===== src/rtl/esc_pkg.sv =====
// ----------------------------------------------------------------------------
// esc_pkg: shared types and constants for the sensor compensation block
// Register indexes, field widths and small helpers for 32-bit wrapped math.
// ----------------------------------------------------------------------------
`default_nettype none
package esc_pkg;
   localparam int RegCount    = 6;
   localparam int CsrAddrW    = 6;
   localparam int DivStages   = 32;

   typedef enum logic [2:0] {
      REG_TEMP      = 3'd0,
      REG_PRESS_LO  = 3'd1,
      REG_PRESS_MID = 3'd2,
      REG_PRESS_HI  = 3'd3,
      REG_HUM_LO    = 3'd4,
      REG_HUM_HI    = 3'd5
   } reg_idx_type;

   localparam logic [31:0] FineOffsetP = 32'd64000;
   localparam logic [31:0] Round32768  = 32'd32768;
   localparam logic [31:0] PressBase   = 32'd1048576;
   localparam logic [31:0] PressScale  = 32'd3125;
   localparam logic [31:0] SignBit     = 32'h8000_0000;
   localparam logic [31:0] FineOffsetH = 32'd76800;
   localparam logic [31:0] Round16384  = 32'd16384;
   localparam logic [31:0] HumBias     = 32'd2097152;
   localparam logic [31:0] Round8192   = 32'd8192;
   localparam logic [31:0] HumMax      = 32'd419430400;

   function automatic logic [31:0] mulw(input logic [31:0] a, input logic [31:0] b);
      logic [63:0] p;
      p = a * b;
      return p[31:0];
   endfunction

   function automatic logic [31:0] asr(input logic [31:0] x, input int n);
      return 32'($signed(x) >>> n);
   endfunction

   function automatic logic [31:0] sx16(input logic [15:0] v);
      return {{16{v[15]}}, v};
   endfunction
endpackage
`default_nettype wire


===== src/rtl/esc_divider.sv =====
// ----------------------------------------------------------------------------
// esc_divider: pipelined restoring divider
// Unsigned 32 by 32 division, one quotient bit per stage, with side payload.
// ----------------------------------------------------------------------------
`default_nettype none
module esc_divider
   import esc_pkg::*;
#(
   parameter int SideW = 8
) (
   input  wire logic             clock,
   input  wire logic             reset,
   input  wire logic             en,
   input  wire logic             in_valid,
   input  wire logic [31:0]      in_num,
   input  wire logic [31:0]      in_den,
   input  wire logic [SideW-1:0] in_side,
   output logic                  out_valid,
   output logic [31:0]           out_quot,
   output logic [SideW-1:0]      out_side
);
   logic [DivStages:0]     vld_ff;
   logic [31:0]            num_ff  [DivStages+1];
   logic [31:0]            rem_ff  [DivStages+1];
   logic [31:0]            den_ff  [DivStages+1];
   logic [SideW-1:0]       side_ff [DivStages+1];

   always_comb begin
      vld_ff[0]  = in_valid;
      num_ff[0]  = in_num;
      rem_ff[0]  = '0;
      den_ff[0]  = in_den;
      side_ff[0] = in_side;
   end

   for (genvar s = 0; s < DivStages; s++) begin : g_st
      logic [32:0] trial;
      logic [32:0] diff;
      assign trial = {rem_ff[s], num_ff[s][31]};
      assign diff  = trial - {1'b0, den_ff[s]};
      always_ff @(posedge clock) begin
         if (reset) begin
            vld_ff[s+1] <= 1'b0;
         end else if (en) begin
            vld_ff[s+1] <= vld_ff[s];
         end
         if (en) begin
            // quotient bits shift into the numerator word
            if (!diff[32]) begin
               rem_ff[s+1] <= diff[31:0];
               num_ff[s+1] <= {num_ff[s][30:0], 1'b1};
            end else begin
               rem_ff[s+1] <= trial[31:0];
               num_ff[s+1] <= {num_ff[s][30:0], 1'b0};
            end
            den_ff[s+1]  <= den_ff[s];
            side_ff[s+1] <= side_ff[s];
         end
      end
   end

   assign out_valid = vld_ff[DivStages];
   assign out_quot  = num_ff[DivStages];
   assign out_side  = side_ff[DivStages];
endmodule
`default_nettype wire


===== config.mk =====
export PLATFORM = sky130hd
export DESIGN_NAME = esc_divider
export DESIGN_NICKNAME = d
export VERILOG_FILES = /design/src/rtl/esc_pkg.sv /design/src/rtl/esc_divider.sv
export SDC_FILE = /design/constraint.sdc
export NUM_CORES = 2
export LEC_CHECK = 0
export BUFFER_PORTS_ARGS = -buffer_cell sky130_fd_sc_hd__buf_4
export CAP_MARGIN = 15
export CELL_PAD_IN_SITES_DETAIL_PLACEMENT = 1
export CELL_PAD_IN_SITES_GLOBAL_PLACEMENT = 2
export CORE_MARGIN = 8
export CORE_UTILIZATION = 43
export CTS_BUF_LIST = sky130_fd_sc_hd__clkbuf_8
export CTS_CLUSTER_DIAMETER = 120
export DETAILED_ROUTE_END_ITERATION = 6
export MAX_ROUTING_LAYER = met4
export PLACE_DENSITY_LB_ADDON = 0.3
export SLEW_MARGIN = 0
export SYNTH_ARGS = -nofsm -noshare
export SYNTH_HDL_FRONTEND = slang
export SYNTH_SLANG_ARGS = --single-unit

===== constraint.sdc =====
create_clock -name clock -period 4.1 [get_ports clock]
set_clock_uncertainty 0.1 [all_clocks]
set_input_delay 0.82 -clock clock [delete_from_list [all_inputs] [get_ports clock]]
set_output_delay 0.82 -clock clock [all_outputs]
set_load 0.02 [all_outputs]

After elaboration in Yosys (flattened, before gate mapping)
Cells that the tools add are included.
{"block": "word_totals", "regBits": 3296, "input_bits": 76, "out_inout_bits": 41, "wordCells": 254}
{"block": "classes", "n_addsub": 32, "muxes": 63}
{"op": "33-bit by 32-bit subtractor with 33-bit output", "count": 31}
{"op": "32-bit two-way mux", "count": 30}
{"op": "1-bit two-way mux", "count": 33}
{"op": "1-bit by 32-bit subtractor with 33-bit output", "count": 1}

Logic depth before layout (Yosys ltp)
{"block": "depth", "word_depth": 2, "ltp_mapped": 15}

Least setup slack after synthesis
No wires, ideal clock.
{"block": "synth_path", "path_kind": "register to register", "from": "register den_ff[800] (netlist name)", "to": "register rem_ff (netlist bit g_st[8].trial[27]) (data pin)", "setup_time_ns": 0.260, "arrival_ns": 3.668, "slack_ns": 0.072, "path_stages_with_launch": 14, "n_path_buf": 1, "period_less_slack_ns": 4.028, "cell_sequence": "edfxtp_1 ha_1 fa_1 nand2b_1 a21boi_0 o21ai_0 a2111oi_0 o21bai_1 a211o_1 nand4_1 a21oi_1 xor2_1 buf_2 mux2_2"}
{"block": "synth_between", "elab_chain_cells": 2}
{"item": "start: declaration", "line_no": "esc_divider.sv:25", "text": "logic [31:0] den_ff [DivStages+1];"}
{"item": "start signal: indexed assignment", "line_no": "esc_divider.sv:56", "text": "den_ff[s+1] <= den_ff[s];"}
{"item": "33-bit by 32-bit subtractor with 33-bit output", "line_no": "esc_divider.sv:40", "text": "assign diff = trial - {1'b0, den_ff[s]};"}
{"item": "32-bit two-way mux", "line_no": "esc_divider.sv:49", "text": "if (!diff[32]) begin"}
{"item": "end signal: indexed assignment", "line_no": "esc_divider.sv:50", "text": "rem_ff[s+1] <= diff[31:0];"}
{"item": "end signal: indexed assignment", "line_no": "esc_divider.sv:53", "text": "rem_ff[s+1] <= trial[31:0];"}
{"item": "end: declaration", "line_no": "esc_divider.sv:24", "text": "logic [31:0] rem_ff [DivStages+1];"}
No other way between the ends.
A chain may end at the register's enable or synchronous reset.

Worst setup path after layout
{"block": "layout_path", "from": "register den_ff[768] (netlist name)", "to": "register rem_ff (netlist bit g_st[9].trial[32]) (data pin)"}
The elaborated chain is that of the path after synthesis.

==> out/metrics.cfg <==
[detailed_routing]
topRoutingLayerUsed=met4
wl_met3_um=12820
ant_nets=0
finalWirelength_um=418200
drcViolationCount=0
drt_iter0_drc=5702
dr.pass1.iters=5
wl_met1_um=174000
route.met2.wl_um=216600
vias=104000
viasPerCell=5.378
wl_per_cell_um=21.63

[critical_path]
critPathKind=reg -> reg
worstPathMaxFanout=8
crit_required_ns=4.89
end_kind=flop
worstPathArrival_ns=4.97
r2r_slack_ns=-0.07
start_kind=flop

[yosys]
yosysWarnings=0
synth_top_cell_area_share_pct=59.71
netlist_top_cells_area=edfxtp_1 (60%), ha_1 (7.6%), mux2_2 (4.6%)
ys.flop_type=edfxtp_1
synth_seq_cells=3296
synth_cells=12730
synth-async-reset-ratio_pct=0
synth_cell_types=91
synth_edf_count=3264
synth_top_area_cell=edfxtp_1
ys_seq_area_share_pct=60.10
synth_area_sq_um=164200
synth.avg_cell_area_sq_um=12.89

[place]
port_buffers=116
place.gp.congestion=0.8891
dpl.cell_count=18110
hpwlAfterDp_um=305700
place_ws_ns=-0.3732

[global_routing]
grt_overflow=0
grtUsageTotal_pct=20.55
grt_first_pass_wirelength_um=639200
antenna_found_initial=5
grt_pass1_vias=110800
grt_max_degree=130

[status]
violations=setup timing
status=finished with violations

[timing]
setup_viol=22
tightestPinTransition_ns=0.8945
tns_ns=-1.433
finalMaxSlewViolations=0
fin_crit_sh_pct=101.8
fmax_mhz=239.7
fin_crit_ns=4.173
whs_ns=0.2696
layout_setup_ws_ns=-0.07270
hold_viol_final=0
relSlewSlack_pct=40.37
rsz0062_at_grt=yes

[floorplanning]
ioPinCount=117
rows=227
initial_utilization_pct=43.07
dieArea_sq_um=401800
core_sq_um=381200
fp.dieW_um=633.9
die_height_um=633.9

[cts]
path_clk_slew_ns=0.06
root_buffer=clkbuf_8
cts_tree=built
htree_levels=6
clock_latency_ns=1.18
cts.sinks=3296
cts_made_buffers=585
cts_buffer_depth=4

[final_layout]
final_common_cell=edfxtp_1
layout_common_cells=edfxtp_1 (3264), inv_1 (1382), ha_1 (982)
layout.nets=14930
utilization_pct=49.77
area_delta_synth_final_pct=15.55
final_cells=19330
drive_above_1_share_pct=17.54

[power]
ir_drop_mv=0.4838
power-per-cell-area_nw_per_um2=841.5
p_leak_nw=76.78

[run]
drv_cap=0

[hold_path]
hold_path_class=in -> reg

[cell usage after synthesis (32+ instances only)]
library cell	n
a211oi_1	58
a21boi_0	41
a21o_1	490
a21oi_1	929
a311oi_1	32
a31oi_1	99
and2_1	35
and3_1	89
buf_2	55
buf_4	40
clkbuf_1	270
dfxtp_1	32
edfxtp_1	3264
ha_1	993
inv_1	1228
mux2_1	57
mux2_2	666
mux2i_1	107
nand2_1	593
nand2b_1	124
nand3_1	212
nand4_1	120
nor2_1	541
nor2b_1	131
nor3_1	85
nor4_1	32
o211ai_1	64
o21a_1	149
o21ai_0	607
o21bai_1	76
o31a_1	49
o31ai_1	76
or2_2	33
xnor2_1	518
xor2_1	273
[per-stage QoR]
step           instance area (sq um)  total power, W
2_1_floorplan                 164200          0.1013
3_3_place_gp                  175300          0.1230
3_5_place_dp                  175300          0.1250
4_1_cts                       187900          0.1573
5_1_grt                       189700          0.1699
6_report                      189700          0.1596
[routing by layer]
layer  GRT usage (%)  vias up
met5               -        -
met4           6.749        0
met3           2.402      816
met2           36.90     1640
met1           23.98    51760
li1                -    49760
[timing repair]
action	4_1_cts	5_1_grt
resized for setup	83	174
endpoints found under the hold margin	131	0
pin swaps	29	64
setup buffers	16	50
hold buffers	76	0
gates cloned	7	23
setup endpoints to repair	685	798
[path summary, 6_finish.rpt]
kind | start | end | cells after the start
worst max register to register | den_ff[768] | g_st[9].trial[32] | 14
worst max-delay path | den_ff[768] | g_st[9].trial[32] | 14
worst min-delay path | in_den[31] | den_ff[1023] | 2
worst min register to register | num_ff[608] | num_ff[577] | 0
[critical path, stage by stage, from the launching register on]
cell and delay, ns:
edfxtp_1 0.45, ha_4 0.21, fa_2 0.34, and2b_2 0.26
o31ai_4 0.08, a2111oi_4 0.37, o21ai_2 0.12, o311ai_4 0.41
a31oi_4 0.15, o21ai_2 0.23, nor4bb_1 0.09, or4_4 0.51
buf_4 0.19, buf_16 0.14, mux2_2 0.27
[report_power, final]
part / total, W / switching (W) / internal (W) / leakage (nW)
sequential: 0.0537 / 0.00539 / 0.0483 / 32.2
combinational: 0.0763 / 0.0393 / 0.0369 / 38.3
clock: 0.0296 / 0.0141 / 0.0155 / 6.30
total: 0.160 / 0.0589 / 0.101 / 76.8
[final cells by class]
class                   instances  area [sq um]
diodes                          3         7.507
multi-input cells            7842         60620
clock buffers                 591          8134
repair buffers                880          8308
flip-flops and latches       3296         98650
inverters                    1228          4609
fillers                     38780        191500
clock inverters               454          3060
well taps                    5038          6304
[state kept, by name (all words and copies together) (netlist names)]
name        flops
den_ff        992
g_st.trial   1023
num_ff        961
out_valid       1
vld_ff         31
out_quot       32
out_side        8
side_ff       248
[cell families after synthesis]
group                    Yosys count  synth area share [%]
flip-flops                      3296                 60.10
XOR/XNOR                         792                 4.230
other                              1              0.002284
buffers and inverters           1607                 3.835
multiplexers                     830                 5.612
AO/OA/AOI/OAI                   3045                 11.95
AND/OR/NAND/NOR                 2137                 6.342
adder cells (fa/ha/maj)         1023                 7.934
Note: power is estimated with default switching activity, not from simulation.
